[src/design/adsr_pkg.sv]
package adsr_pkg;

   // Input and result payloads.
   typedef struct packed {
      logic [1:0] req_type;
      logic       hard_restart;
   } req_payload_type;

   typedef struct packed {
      logic [14:0] level;
      logic [2:0]  stage_code;
   } rsp_payload_type;

   // Request codes on req_type.
   localparam logic [1:0] REQ_TICK      = 2'd0;
   localparam logic [1:0] REQ_GATE_ON   = 2'd1;
   localparam logic [1:0] REQ_GATE_OFF  = 2'd2;
   localparam logic [1:0] REQ_RETRIGGER = 2'd3;

   typedef enum logic [1:0] {
      OP_TICK    = 2'd0,
      OP_GATE_ON = 2'd1,
      OP_GATE_OFF = 2'd2,
      OP_RETRIG  = 2'd3
   } op_type;

   // Decoded command handed from the front to the back.
   typedef struct packed {
      op_type op;
      logic   hard;
   } cmd_type;

   typedef enum logic [2:0] {
      STAGE_IDLE    = 3'd0,
      STAGE_ATTACK  = 3'd1,
      STAGE_DECAY   = 3'd2,
      STAGE_SUSTAIN = 3'd3,
      STAGE_RELEASE = 3'd4
   } stage_type;

   // Register file.
   localparam int CSR_INDEX_W = 3;
   localparam logic [CSR_INDEX_W-1:0] CSR_ATTACK_STEP   = 3'd0;
   localparam logic [CSR_INDEX_W-1:0] CSR_DECAY_STEP    = 3'd1;
   localparam logic [CSR_INDEX_W-1:0] CSR_RELEASE_STEP  = 3'd2;
   localparam logic [CSR_INDEX_W-1:0] CSR_SUSTAIN_LEVEL = 3'd3;
   localparam logic [CSR_INDEX_W-1:0] CSR_RELEASE_COEF  = 3'd4;

   typedef struct packed {
      logic [31:0] attack_step;
      logic [31:0] decay_step;
      logic [31:0] release_step;
      logic [14:0] sustain_level;
      logic [24:0] release_coef;
   } cfg_type;

   localparam logic [31:0] ATTACK_STEP_RESET   = 32'd4294967295;
   localparam logic [31:0] DECAY_STEP_RESET    = 32'd1526828;
   localparam logic [31:0] RELEASE_STEP_RESET  = 32'd23863;
   localparam logic [14:0] SUSTAIN_LEVEL_RESET = 15'd16384;
   localparam logic [24:0] RELEASE_COEF_RESET  = 25'd1034;

   localparam logic [14:0] LEVEL_FULL = 15'd32767;
   localparam logic [24:0] COEF_ONE   = 25'd16777216;

   localparam int QUEUE_DEPTH = 2;

endpackage

[src/design/adsr_front.sv]
module adsr_front (
   input  logic                     clock,
   input  logic                     reset,
   input  logic                     req_valid,
   output logic                     req_ready,
   input  adsr_pkg::req_payload_type req_data,
   output logic                     cmd_valid,
   input  logic                     cmd_ready,
   output adsr_pkg::cmd_type        cmd
);
   import adsr_pkg::*;

   localparam int PTR_W = (QUEUE_DEPTH > 1) ? $clog2(QUEUE_DEPTH) : 1;
   localparam int CNT_W = $clog2(QUEUE_DEPTH + 1);
   localparam logic [PTR_W-1:0] PTR_LAST = PTR_W'(QUEUE_DEPTH - 1);
   localparam logic [CNT_W-1:0] CNT_FULL = CNT_W'(QUEUE_DEPTH);

   cmd_type          q_ff [QUEUE_DEPTH];
   logic [PTR_W-1:0] wr_ptr_ff, wr_ptr_in;
   logic [PTR_W-1:0] rd_ptr_ff, rd_ptr_in;
   logic [CNT_W-1:0] count_ff, count_in;
   cmd_type          decoded;
   logic             push, pop;

   // The hard restart flag only matters for a retrigger, so it is dropped here for every other request.
   always_comb begin
      decoded.hard = 1'b0;
      unique case (req_data.req_type)
         REQ_TICK:     decoded.op = OP_TICK;
         REQ_GATE_ON:  decoded.op = OP_GATE_ON;
         REQ_GATE_OFF: decoded.op = OP_GATE_OFF;
         default: begin
            decoded.op   = OP_RETRIG;
            decoded.hard = req_data.hard_restart;
         end
      endcase
   end

   assign req_ready = (count_ff != CNT_FULL);
   assign cmd_valid = (count_ff != '0);
   assign cmd       = q_ff[rd_ptr_ff];
   assign push      = req_valid && req_ready;
   assign pop       = cmd_valid && cmd_ready;

   always_comb begin
      wr_ptr_in = wr_ptr_ff;
      rd_ptr_in = rd_ptr_ff;
      count_in  = count_ff;
      if (push) begin
         wr_ptr_in = (wr_ptr_ff == PTR_LAST) ? '0 : wr_ptr_ff + 1'b1;
      end
      if (pop) begin
         rd_ptr_in = (rd_ptr_ff == PTR_LAST) ? '0 : rd_ptr_ff + 1'b1;
      end
      if (push && !pop) begin
         count_in = count_ff + 1'b1;
      end else if (pop && !push) begin
         count_in = count_ff - 1'b1;
      end
   end

   always_ff @(posedge clock) begin
      if (reset) begin
         wr_ptr_ff <= '0;
         rd_ptr_ff <= '0;
         count_ff  <= '0;
      end else begin
         wr_ptr_ff <= wr_ptr_in;
         rd_ptr_ff <= rd_ptr_in;
         count_ff  <= count_in;
      end
   end

   always_ff @(posedge clock) begin
      if (push) begin
         q_ff[wr_ptr_ff] <= decoded;
      end
   end

   a_count_bound : assert property (@(posedge clock) disable iff (reset)
      count_ff <= CNT_FULL)
      else $error("command queue count out of range");

   a_count_grows : assert property (@(posedge clock) disable iff (reset)
      (push && !pop) |=> (count_ff == $past(count_ff) + 1'b1))
      else $error("command queue lost a transfer");

endmodule

[src/design/adsr_back.sv]
module adsr_back (
   input  logic                      clock,
   input  logic                      reset,
   input  adsr_pkg::cfg_type         cfg,
   input  logic                      cmd_valid,
   output logic                      cmd_ready,
   input  adsr_pkg::cmd_type         cmd,
   output logic                      rsp_valid,
   input  logic                      rsp_ready,
   output adsr_pkg::rsp_payload_type rsp_data
);
   import adsr_pkg::*;

   typedef enum logic [5:0] {
      SEQ_WAIT       = 6'b000001,
      SEQ_SQUARE     = 6'b000010,
      SEQ_QUART      = 6'b000100,
      SEQ_SCALE      = 6'b001000,
      SEQ_CURVE_DONE = 6'b010000,
      SEQ_REL_DONE   = 6'b100000
   } seq_type;

   seq_type            seq_ff, seq_in;
   stage_type          stage_ff, stage_in;
   logic [31:0]        phase_ff, phase_in;
   logic [31:0]        inc_ff, inc_in;
   logic [14:0]        start_ff, start_in;
   logic [14:0]        target_ff, target_in;
   logic [14:0]        cur_ff, cur_in;
   logic [30:0]        rel_ff, rel_in;
   logic               gate_ff, gate_in;
   logic               hard_ff, hard_in;
   logic               wrap_ff, wrap_in;
   logic               moved_ff, moved_in;
   logic [31:0]        sq_ff, sq_in;
   logic signed [32:0] blend_ff, blend_in;
   logic [55:0]        rel_prod_ff, rel_prod_in;
   logic               out_valid_ff, out_valid_in;
   rsp_payload_type    out_ff, out_in;

   logic [32:0]        phase_sum;
   logic [24:0]        coef_eff;
   logic [15:0]        sq_sel;
   logic [15:0]        curve;
   logic signed [15:0] diff;
   logic signed [16:0] curve_s;
   logic [30:0]        rel_next;
   logic               attack_hard;
   logic               finish;

   assign phase_sum = {1'b0, phase_ff} + {1'b0, inc_ff};
   assign coef_eff  = (cfg.release_coef == '0 || cfg.release_coef > COEF_ONE) ?
                      COEF_ONE : cfg.release_coef;
   assign rel_next  = rel_ff - rel_prod_ff[54:24];
   assign diff      = $signed({1'b0, target_ff}) - $signed({1'b0, start_ff});
   assign curve_s   = $signed({1'b0, curve});
   assign cmd_ready = (seq_ff == SEQ_WAIT) && (!out_valid_ff || rsp_ready);
   assign attack_hard = (cmd.op == OP_RETRIG) ? cmd.hard : hard_ff;

   always_comb begin
      seq_in       = seq_ff;
      stage_in     = stage_ff;
      phase_in     = phase_ff;
      inc_in       = inc_ff;
      start_in     = start_ff;
      target_in    = target_ff;
      cur_in       = cur_ff;
      rel_in       = rel_ff;
      gate_in      = gate_ff;
      hard_in      = hard_ff;
      wrap_in      = wrap_ff;
      moved_in     = moved_ff;
      sq_in        = sq_ff;
      blend_in     = blend_ff;
      rel_prod_in  = rel_prod_ff;
      out_valid_in = out_valid_ff && !rsp_ready;
      out_in       = out_ff;
      finish       = 1'b0;
      sq_sel       = (stage_ff == STAGE_ATTACK) ? phase_ff[31:16] : ~phase_ff[31:16];
      curve        = (stage_ff == STAGE_ATTACK) ? sq_ff[31:16] : ~sq_ff[31:16];

      unique case (seq_ff)
         SEQ_WAIT: begin
            if (cmd_valid && cmd_ready) begin
               unique case (cmd.op)
                  OP_TICK: begin
                     unique case (stage_ff)
                        STAGE_SUSTAIN: begin
                           cur_in = cfg.sustain_level;
                           finish = 1'b1;
                        end
                        STAGE_RELEASE: begin
                           phase_in    = phase_sum[31:0];
                           wrap_in     = phase_sum[32];
                           moved_in    = (inc_ff != '0);
                           rel_prod_in = {25'b0, rel_ff} * {31'b0, coef_eff};
                           seq_in      = SEQ_REL_DONE;
                        end
                        STAGE_ATTACK, STAGE_DECAY: begin
                           phase_in = phase_sum[31:0];
                           if (!phase_sum[32]) begin
                              seq_in = SEQ_SQUARE;
                           end else if (stage_ff == STAGE_ATTACK) begin
                              start_in  = LEVEL_FULL;
                              target_in = cfg.sustain_level;
                              phase_in  = '0;
                              inc_in    = cfg.decay_step;
                              stage_in  = STAGE_DECAY;
                              cur_in    = LEVEL_FULL;
                              finish    = 1'b1;
                           end else if (gate_ff) begin
                              stage_in = STAGE_SUSTAIN;
                              cur_in   = cfg.sustain_level;
                              finish   = 1'b1;
                           end else begin
                              phase_in = '0;
                              inc_in   = cfg.release_step;
                              stage_in = STAGE_RELEASE;
                              cur_in   = cfg.sustain_level;
                              rel_in   = {cfg.sustain_level, 16'b0};
                              finish   = 1'b1;
                           end
                        end
                        default: begin
                           cur_in = '0;
                           finish = 1'b1;
                        end
                     endcase
                  end
                  OP_GATE_OFF: begin
                     gate_in = 1'b0;
                     if (stage_ff == STAGE_ATTACK || stage_ff == STAGE_DECAY ||
                         stage_ff == STAGE_SUSTAIN) begin
                        phase_in = '0;
                        inc_in   = cfg.release_step;
                        rel_in   = {cur_ff, 16'b0};
                        stage_in = STAGE_RELEASE;
                     end
                     finish = 1'b1;
                  end
                  default: begin
                     // Gate on and retrigger both restart the attack segment.
                     if (cmd.op == OP_RETRIG) begin
                        hard_in = cmd.hard;
                     end
                     gate_in   = 1'b1;
                     start_in  = (attack_hard || stage_ff == STAGE_IDLE) ? '0 : cur_ff;
                     target_in = LEVEL_FULL;
                     phase_in  = '0;
                     inc_in    = cfg.attack_step;
                     stage_in  = STAGE_ATTACK;
                     finish    = 1'b1;
                  end
               endcase
            end
         end
         SEQ_SQUARE: begin
            sq_in  = {16'b0, sq_sel} * {16'b0, sq_sel};
            seq_in = SEQ_QUART;
         end
         SEQ_QUART: begin
            sq_in  = {16'b0, sq_ff[31:16]} * {16'b0, sq_ff[31:16]};
            seq_in = SEQ_SCALE;
         end
         SEQ_SCALE: begin
            blend_in = diff * curve_s;
            seq_in   = SEQ_CURVE_DONE;
         end
         SEQ_CURVE_DONE: begin
            // An arithmetic shift of the product gives the floored quotient.
            cur_in = start_ff + blend_ff[30:16];
            finish = 1'b1;
            seq_in = SEQ_WAIT;
         end
         SEQ_REL_DONE: begin
            if (wrap_ff || rel_next == '0 || (moved_ff && rel_next[30:16] == '0)) begin
               stage_in = STAGE_IDLE;
               cur_in   = '0;
               rel_in   = '0;
               phase_in = '0;
               inc_in   = '0;
            end else begin
               rel_in = rel_next;
               cur_in = rel_next[30:16];
            end
            finish = 1'b1;
            seq_in = SEQ_WAIT;
         end
         default: seq_in = SEQ_WAIT;
      endcase

      if (finish) begin
         out_valid_in      = 1'b1;
         out_in.level      = cur_in;
         out_in.stage_code = stage_in;
      end
   end

   always_ff @(posedge clock) begin
      if (reset) begin
         seq_ff       <= SEQ_WAIT;
         stage_ff     <= STAGE_IDLE;
         phase_ff     <= '0;
         inc_ff       <= '0;
         start_ff     <= '0;
         target_ff    <= '0;
         cur_ff       <= '0;
         rel_ff       <= '0;
         gate_ff      <= 1'b0;
         hard_ff      <= 1'b0;
         out_valid_ff <= 1'b0;
      end else begin
         seq_ff       <= seq_in;
         stage_ff     <= stage_in;
         phase_ff     <= phase_in;
         inc_ff       <= inc_in;
         start_ff     <= start_in;
         target_ff    <= target_in;
         cur_ff       <= cur_in;
         rel_ff       <= rel_in;
         gate_ff      <= gate_in;
         hard_ff      <= hard_in;
         out_valid_ff <= out_valid_in;
      end
   end

   always_ff @(posedge clock) begin
      wrap_ff     <= wrap_in;
      moved_ff    <= moved_in;
      sq_ff       <= sq_in;
      blend_ff    <= blend_in;
      rel_prod_ff <= rel_prod_in;
      out_ff      <= out_in;
   end

   assign rsp_valid = out_valid_ff;
   assign rsp_data  = out_ff;

   a_busy_slot_free : assert property (@(posedge clock) disable iff (reset)
      (seq_ff != SEQ_WAIT) |-> !out_valid_ff)
      else $error("result register occupied while a tick is in progress");

   a_idle_is_silent : assert property (@(posedge clock) disable iff (reset)
      (stage_ff == STAGE_IDLE) |-> (cur_ff == '0))
      else $error("nonzero level in the idle stage");

   a_attack_target : assert property (@(posedge clock) disable iff (reset)
      (stage_ff == STAGE_ATTACK) |-> (target_ff == LEVEL_FULL))
      else $error("attack segment does not aim at full scale");

endmodule

[src/design/adsr_envelope_generator.sv]
// ADSR envelope generator driven by events.
// Each transfer on the req_ channel is one event (sample tick, gate on, gate off
// or retrigger); each produces exactly one result on the rsp_ channel carrying
// the Q15 level and the stage after that event, in order.
// The csr_ channel writes the five registers by index; csr_ready is always high.
// Registers should only be written while no event is outstanding.
// An accepted event enters a two-entry command queue, so req_ready stays high
// while a result waits in the output register. The execution unit takes one
// event at a time. Gate events, idle and sustain ticks and ticks that end a
// segment are finished in its wait state, which registers the result. A
// release tick passes the release-done state for one 31x25 multiply. An attack
// or decay tick passes the square, quart, scale and curve-done states through
// three chained 16-bit multiplies (square, square, scale) before its result is registered.
// When rsp_ready is low the result is held; the queue absorbs two more events
// and then req_ready drops. Reset clears the envelope to idle at level zero and
// loads the register defaults.
module adsr_envelope_generator (
   input  logic                                    clock,
   input  logic                                    reset,
   input  logic                                    req_valid,
   output logic                                    req_ready,
   input  adsr_pkg::req_payload_type               req_data,
   output logic                                    rsp_valid,
   input  logic                                    rsp_ready,
   output adsr_pkg::rsp_payload_type               rsp_data,
   input  logic                                    csr_valid,
   output logic                                    csr_ready,
   input  logic [adsr_pkg::CSR_INDEX_W-1:0]        csr_index,
   input  logic [31:0]                             csr_data
);
   import adsr_pkg::*;

   cfg_type cfg_ff, cfg_in;
   cmd_type cmd;
   logic    cmd_valid;
   logic    cmd_ready;

   assign csr_ready = 1'b1;

   always_comb begin
      cfg_in = cfg_ff;
      if (csr_valid) begin
         unique case (csr_index)
            CSR_ATTACK_STEP:   cfg_in.attack_step   = csr_data;
            CSR_DECAY_STEP:    cfg_in.decay_step    = csr_data;
            CSR_RELEASE_STEP:  cfg_in.release_step  = csr_data;
            CSR_SUSTAIN_LEVEL: cfg_in.sustain_level = csr_data[14:0];
            CSR_RELEASE_COEF:  cfg_in.release_coef  = csr_data[24:0];
            default: ;
         endcase
      end
   end

   always_ff @(posedge clock) begin
      if (reset) begin
         cfg_ff.attack_step   <= ATTACK_STEP_RESET;
         cfg_ff.decay_step    <= DECAY_STEP_RESET;
         cfg_ff.release_step  <= RELEASE_STEP_RESET;
         cfg_ff.sustain_level <= SUSTAIN_LEVEL_RESET;
         cfg_ff.release_coef  <= RELEASE_COEF_RESET;
      end else begin
         cfg_ff <= cfg_in;
      end
   end

   adsr_front u_front (
      .clock     (clock),
      .reset     (reset),
      .req_valid (req_valid),
      .req_ready (req_ready),
      .req_data  (req_data),
      .cmd_valid (cmd_valid),
      .cmd_ready (cmd_ready),
      .cmd       (cmd)
   );

   adsr_back u_back (
      .clock     (clock),
      .reset     (reset),
      .cfg       (cfg_ff),
      .cmd_valid (cmd_valid),
      .cmd_ready (cmd_ready),
      .cmd       (cmd),
      .rsp_valid (rsp_valid),
      .rsp_ready (rsp_ready),
      .rsp_data  (rsp_data)
   );

endmodule
[config.mk]
export PLATFORM = sky130hd
export DESIGN_NAME = adsr_envelope_generator
export DESIGN_NICKNAME = d
export VERILOG_FILES = /design/src/design/adsr_pkg.sv /design/src/design/adsr_front.sv /design/src/design/adsr_back.sv /design/src/design/adsr_envelope_generator.sv
export SDC_FILE = /design/constraint.sdc
export NUM_CORES = 2
export LEC_CHECK = 0
export ABC_AREA = 1
export BUFFER_PORTS_ARGS = -buffer_cell sky130_fd_sc_hd__buf_2
export CORE_MARGIN = 8
export CORE_UTILIZATION = 60
export DETAILED_ROUTE_END_ITERATION = 10
export GPL_TIMING_DRIVEN = 0
export PLACE_DENSITY = 0.87
export SYNTH_ARGS = -nofsm -noshare
export SYNTH_HDL_FRONTEND = slang
export SYNTH_SLANG_ARGS = --single-unit
[constraint.sdc]
create_clock -name clock -period 10.45 [get_ports clock]
set_input_delay 1.045 -clock clock [delete_from_list [all_inputs] [get_ports clock]]
set_output_delay 1.045 -clock clock [all_outputs]
set_load 0.01 [all_outputs]
* Yosys cells after proc, flatten, opt, wreduce, memory -nomap -nowiden
Memory sizes are Yosys's and may differ from the RTL's. A register that Yosys moved wholly into a read port is not among the register bits.
Cells that the tools add are included.
** Word-level totals
- Input port bits :: 43
- Memory bits (writable) :: 6
- Logic and storage cells :: 205
- Memories kept :: 1
- Output and inout bits :: 21
- Bits in registers :: 430
** Memory list
- u_front.q_ff :: words 2, bits a word 3, rd ports 1, clocked after memory_dff 1, write ports 1, RTL line adsr_front.sv:18 : cmd_type q_ff [QUEUE_DEPTH];
** Cells by class
- Reductions and logical operators :: 47
- $mul :: 4
- Equal/unequal tests :: 35
- Muxes and demuxes :: 78
- Add/subtract/negate cells :: 8
- Bitwise gates (word level) :: 5
- Order comparisons :: 1
** Operator list (number)
- $mux W32 :: 12
- $pmux W32 S2 :: 6
- $mux W31 :: 7
- $mux W15 :: 12
- $pmux W31 S2 :: 2
- $pmux W15 S3 :: 2
- $mul A16 B16 Y32 :: 2
- $pmux W15 S2 :: 2
- $mul A31 B25 Y55 :: 1
- $add A32 B32 Y33 :: 1
- $mux W16 :: 2
- $not A16 Y16 :: 2
- $reduce_bool A32 Y1 :: 1
- $logic_not A31 Y1 :: 1
- $mul A16 B17 Y31 :: 1
- $sub A31 B31 Y31 :: 1
- $gt A25 B25 Y1 const B :: 1
- $logic_not A25 Y1 :: 1
- $mux W25 :: 1
- $pmux W6 S4 :: 1
- $mux W3 :: 7
- $ne A3 B3 Y1 const B :: 7
- $mux W6 :: 3
- $sub A15 B15 Y16 :: 1
- other kinds (42) :: 101

* Depth between registers and ports, before layout
- Depth after elaboration :: 8
- Depth in mapped cells :: 40

* Hierarchy
A second synthesis with hierarchy kept.
** Unflattened totals
- Cell total of the unflattened synthesis :: 9449
- Area total of the unflattened synthesis :: 70097.2 um^2
** Modules (own cells, without submodules)
- adsr_back :: area an instance 64436.8 um^2, cells an instance 8673, times used 1
- adsr_envelope_generator :: area an instance 5180.0 um^2, cells an instance 727, times used 1
- adsr_front :: area an instance 480.5 um^2, cells an instance 49, times used 1

* Worst setup path after synthesis
Ideal clock, no wire load.
- Path kind :: reg2reg
- Start point :: register cfg_ff[14] in the netlist's numbering
- End point :: register u_back.rel_prod_ff[54] (data pin)
- Stages on the path, launching flop included :: 37
- Required time :: 10198 ps
- Slack :: 3087 ps
- Arrival :: 7111 ps
- Cells stage by stage :: dfxtp_1 -> nor2_1 -> nand2_1 -> nor2_1 -> nand3_1 -> nand2_1 -> nand2_1 -> clkinv_1 -> clkbuf_1 -> nand2_1 -> inv_1 -> buf_2 -> nand2_1 -> fa_1 -> inv_1 -> fa_1 -> inv_1 -> fa_1 -> inv_1 -> fa_1 -> fa_1 -> fa_1 -> inv_1 -> fa_1 -> inv_1 -> ha_1 -> a21oi_1 -> inv_1 -> nor2_1 -> inv_1 -> a21oi_1 -> o21a_1 -> nor2_1 -> a2111oi_0 -> nand2_1 -> nand2_1 -> nand2_1
** Between the ends
- Word-level cells in the longest chain between the ends :: 4
** RTL lines
- from (decl) :: RTL line adsr_envelope_generator.sv:33 : cfg_type cfg_ff, cfg_in;
- from (signal assigned) :: RTL line adsr_envelope_generator.sv:62 : cfg_ff <= cfg_in;
- $gt A25 B25 Y1 / $logic_not A25 Y1 (equally long branches) :: RTL line adsr_back.sv:52 : assign coef_eff = (cfg.release_coef == '0 || cfg.release_coef > COEF_ONE) ?
- $logic_or A1 B1 Y1 :: RTL line adsr_back.sv:52
- $mux W25 * :: RTL line adsr_back.sv:52
- $mul A31 B25 Y55 * :: RTL line adsr_back.sv:96 : rel_prod_in = {25'b0, rel_ff} * {31'b0, coef_eff};
- to (signal assigned) :: RTL line adsr_back.sv:232 : rel_prod_ff <= rel_prod_in;
- to (decl) :: RTL line adsr_back.sv:37 : logic [55:0] rel_prod_ff, rel_prod_in;
Every way passes the cells marked *; elsewhere a longest branch is shown, timed or not.
A chain may end at the register's enable or synchronous reset.

* Worst setup path in the final report
- Start point :: register cfg_ff[14] in the netlist's numbering
- End point :: register u_back.rel_prod_ff[42] (data pin)
Same word-level chain as after synthesis.

==> results.md <==
- CORE AREA: 0.116 mm^2
- Placed instance count: 11000
- DRT met1 WL: 88600 um
- Clock Path Buffers: 3
- Hold buffers post-CTS: 0
- Finished Layout Cells: 11100
- Max Used Layer: met5
- Routed length on met3: 29500 um
- Ys async rst share: 0%
- Final Skew: 0.0333 ns
- Post-DP Area: 0.0725 mm^2
- Die area: 0.128 mm^2
- Compound-cell area share of the yosys netlist: 7.95%
- CP max FO: 10
- Post-synth EDFFs: 88
- Htree depth: 2
- Hold path depth: 2
- Post-synthesis adder-cell area fraction: 44.0%
- Rel. slew slack: -0.287%
- Pin slew with the least headroom to its limit: 1.50 ns
- #FFs+latches synth: 381
- DRT antenna net count: 0
- Crit Path Category: reg -> reg
- Die X: 358 um
- Clock sinks: 381
- Synth cell count leaders: inv_1, nand2_1, fa_1
- Routed wire length: 240000 um
- GP Congestion: 1.07
- DRT iter0 DRCs: 6582
- Worst r2r src: cfg_ff[14]
- Top cell by count, worst path: inv_1
- Post-synthesis mux area share: 0.0446%
- Mapped Cells: 9442
- Rows: 125
- Worst R2R End: u_back.rel_prod_ff[42]
- R2R Setup Slk: 0.73 ns
- Share of cells above drive strength 1: 2.80%
- Reg2Reg Depth: 34
- Nets: 11400
- Hold Path Sink: cfg_ff[82]
- Seq/Total Area, Yosys: 12.1%
- DP HPWL: 202000 um
- Largest family of logic cells by synthesized area: adder cells
- Ys Warns: 0
- Syn nets: 11200
- Wire per inst: 21.6 um
- RSZ-0062 raised after global routing: false
- Max cap viols: 1
- Final hold violation count: 0
- Worst setup EP type: flop
- Top-count cell post-synth: inv_1
- Hold Startpoint: cfg_ff[82]
- Root buffer cell: clkbuf_16
- DR pass1 iterations: 8
- Failing checks: max-capacitance violations, max-slew violations
- Reg clk slew, reported paths: 0.07 ns
- Status: finished with violations
- Core Util, Final: 63.8%
- P&R area growth vs syn: 5.52%
- Boundary pin count: 64
- # Post-CTS Setup Buffers: 0
- Setup TNS: 0 ns
- Synth Area in XOR/XNOR: 1.45%
- Unique masters post-synth: 67
- Largest net degree at the start of global routing: 31
- Crit-path max cell delay: 0.70 ns
- Part of the cycle the worst path needs: 93.0%
- Vias per cell: 5.74
- Post-CTS sizing: 0
- Highest clock rate: 103 MHz
- Synthesized area: 0.0701 mm^2
- Slew Limit Fails: 1
- Port bufs: 62
- CTS tree: done
- Number of remaining DRC errors: 0
- Hold Crit Class: reg -> reg
- Largest cells by area after synthesis: fa_1, inv_1, nand2_1
- Clock Latency Late Sink: 0.60 ns
- Final Cell Area: 0.0740 mm^2
- Syn Area/Cell: 7.43 um^2
- Ys flop type: dfxtp_1
- Slowest-stage cell, CP: nand2_1
- Grt total ovfl: 0
- Initial antenna violation count: 4
- GR Util All Layers: 37.6%
- Crit path launch type: flop
- CP Data Required Time: 10.73 ns
- TritonCTS Buffers: 42
- WP data arrival: 10.00 ns
- Die Ht: 358 um
- Global-route wire length before repair: 370000 um
- Vias in the first global route: 64700
- Yosys top cell by area: fa_1
- Via count: 63800
- Top cell type's share of synthesized area: 33.8%
- Crit path time final: 9.72 ns
- Starting Density: 60.4%
- Final setup viols: 0
- Post-Synth Simple-Gate Area: 20.5%
- Met2 WL: 104000 um
## cell usage in the layout (no fill, tap or decap), types with 17 or more instances in the layout
cell / count
o21ai_1: 64
dfxtp_1: 293
ha_1: 570
nor2_1: 1175
buf_1: 19
xnor2_1: 41
clkinv_1: 18
nor3_1: 52
edfxtp_1: 88
nand2_1: 1954
a21oi_1: 418
o21a_1: 27
nand4_1: 34
clkbuf_16: 44
a31oi_1: 78
o21ai_0: 290
o211ai_1: 24
clkbuf_1: 274
xor2_1: 65
inv_1: 2211
buf_2: 104
nand3_1: 288
fa_1: 1185
nor4_1: 22
a211oi_1: 20
inv_2: 17
## worst max path at each step
stage	start	end	slack, ns	cells after the start
6_report	cfg_ff[14]	u_back.rel_prod_ff[42]	0.73	34
5_1_grt	cfg_ff[10]	u_back.rel_prod_ff[54]	0.27	36
4_1_cts	cfg_ff[14]	u_back.rel_prod_ff[54]	0.77	33
3_5_place_dp	cfg_ff[14]	u_back.rel_prod_ff[54]	0.80	33
3_3_place_gp	cfg_ff[14]	u_back.rel_prod_ff[42]	0.89	31
2_1_floorplan	cfg_ff[14]	u_back.rel_prod_ff[54]	3.09	36
## worst max-delay path, delay by kind of cell (launching register included)
| kind | cells | cell delay (ns) |
|---|---|---|
| AO/OA/AOI/OAI | 1 | 0.63 |
| XOR/XNOR | 1 | 0.19 |
| adder cells (fa/ha/maj) | 8 | 4.15 |
| buffers and inverters | 11 | 1.72 |
| flip-flops | 1 | 0.33 |
| AND/OR/NAND/NOR | 13 | 2.37 |
## kinds of logic after synthesis
kind of cell | count (synthesis)
AO/OA/AOI/OAI | 1005
XOR/XNOR | 116
adder cells (fa/ha/maj) | 1755
buffers and inverters | 2584
flip-flops | 381
multiplexers | 3
other | 1
AND/OR/NAND/NOR | 3597
## sequential cells by signal (all words and copies together) (netlist names), 2 cells and up, named ones only
register / count
cfg_ff: 136
u_back.inc_ff: 32
u_back.phase_ff: 32
u_back.rel_ff: 31
u_back.rel_prod_ff: 31
u_back.rsp_data: 18
u_back.sq_ff: 16
u_back.blend_ff: 15
u_back.cur_ff: 15
u_back.start_ff: 15
u_back.target_ff: 15
u_back.seq_ff: 6
u_front.q_ff: 6
u_back.stage_ff: 3
u_front.count_ff: 2
## metal layers
layer  up-vias  GRT usage, %
met5         -             0
met4         4          21.7
met3       911          10.5
met2      3761          58.1
met1     30600          47.5
li1      28500             -
## through the flow
| stage | hold slack (ns) | setup WS, ns |
|---|---|---|
| final | 0.459 | 0.730 |
| after global routing | 0.472 | 0.273 |
| after CTS | 0.456 | 0.767 |
| after detailed placement | 0.440 | 0.798 |
| after global placement | 0.432 | 0.894 |
| after floorplan | 0.424 | 3.09 |
## final cells by class
class | count | area [um^2]
clock inverter | 22 | 309
clock buffer | 55 | 1190
sequential | 381 | 8510
buffer | 337 | 1370
fill | 10300 | 42000
inverter | 2247 | 8440
timing repair buffer | 67 | 372
antenna | 2 | 5.00
tap | 1524 | 1910
multi-input combinational | 6477 | 51900
Power is left out: the tool's default activity adds up to more than one toggle a clock period on the data nets, which glitch-free logic cannot reach.
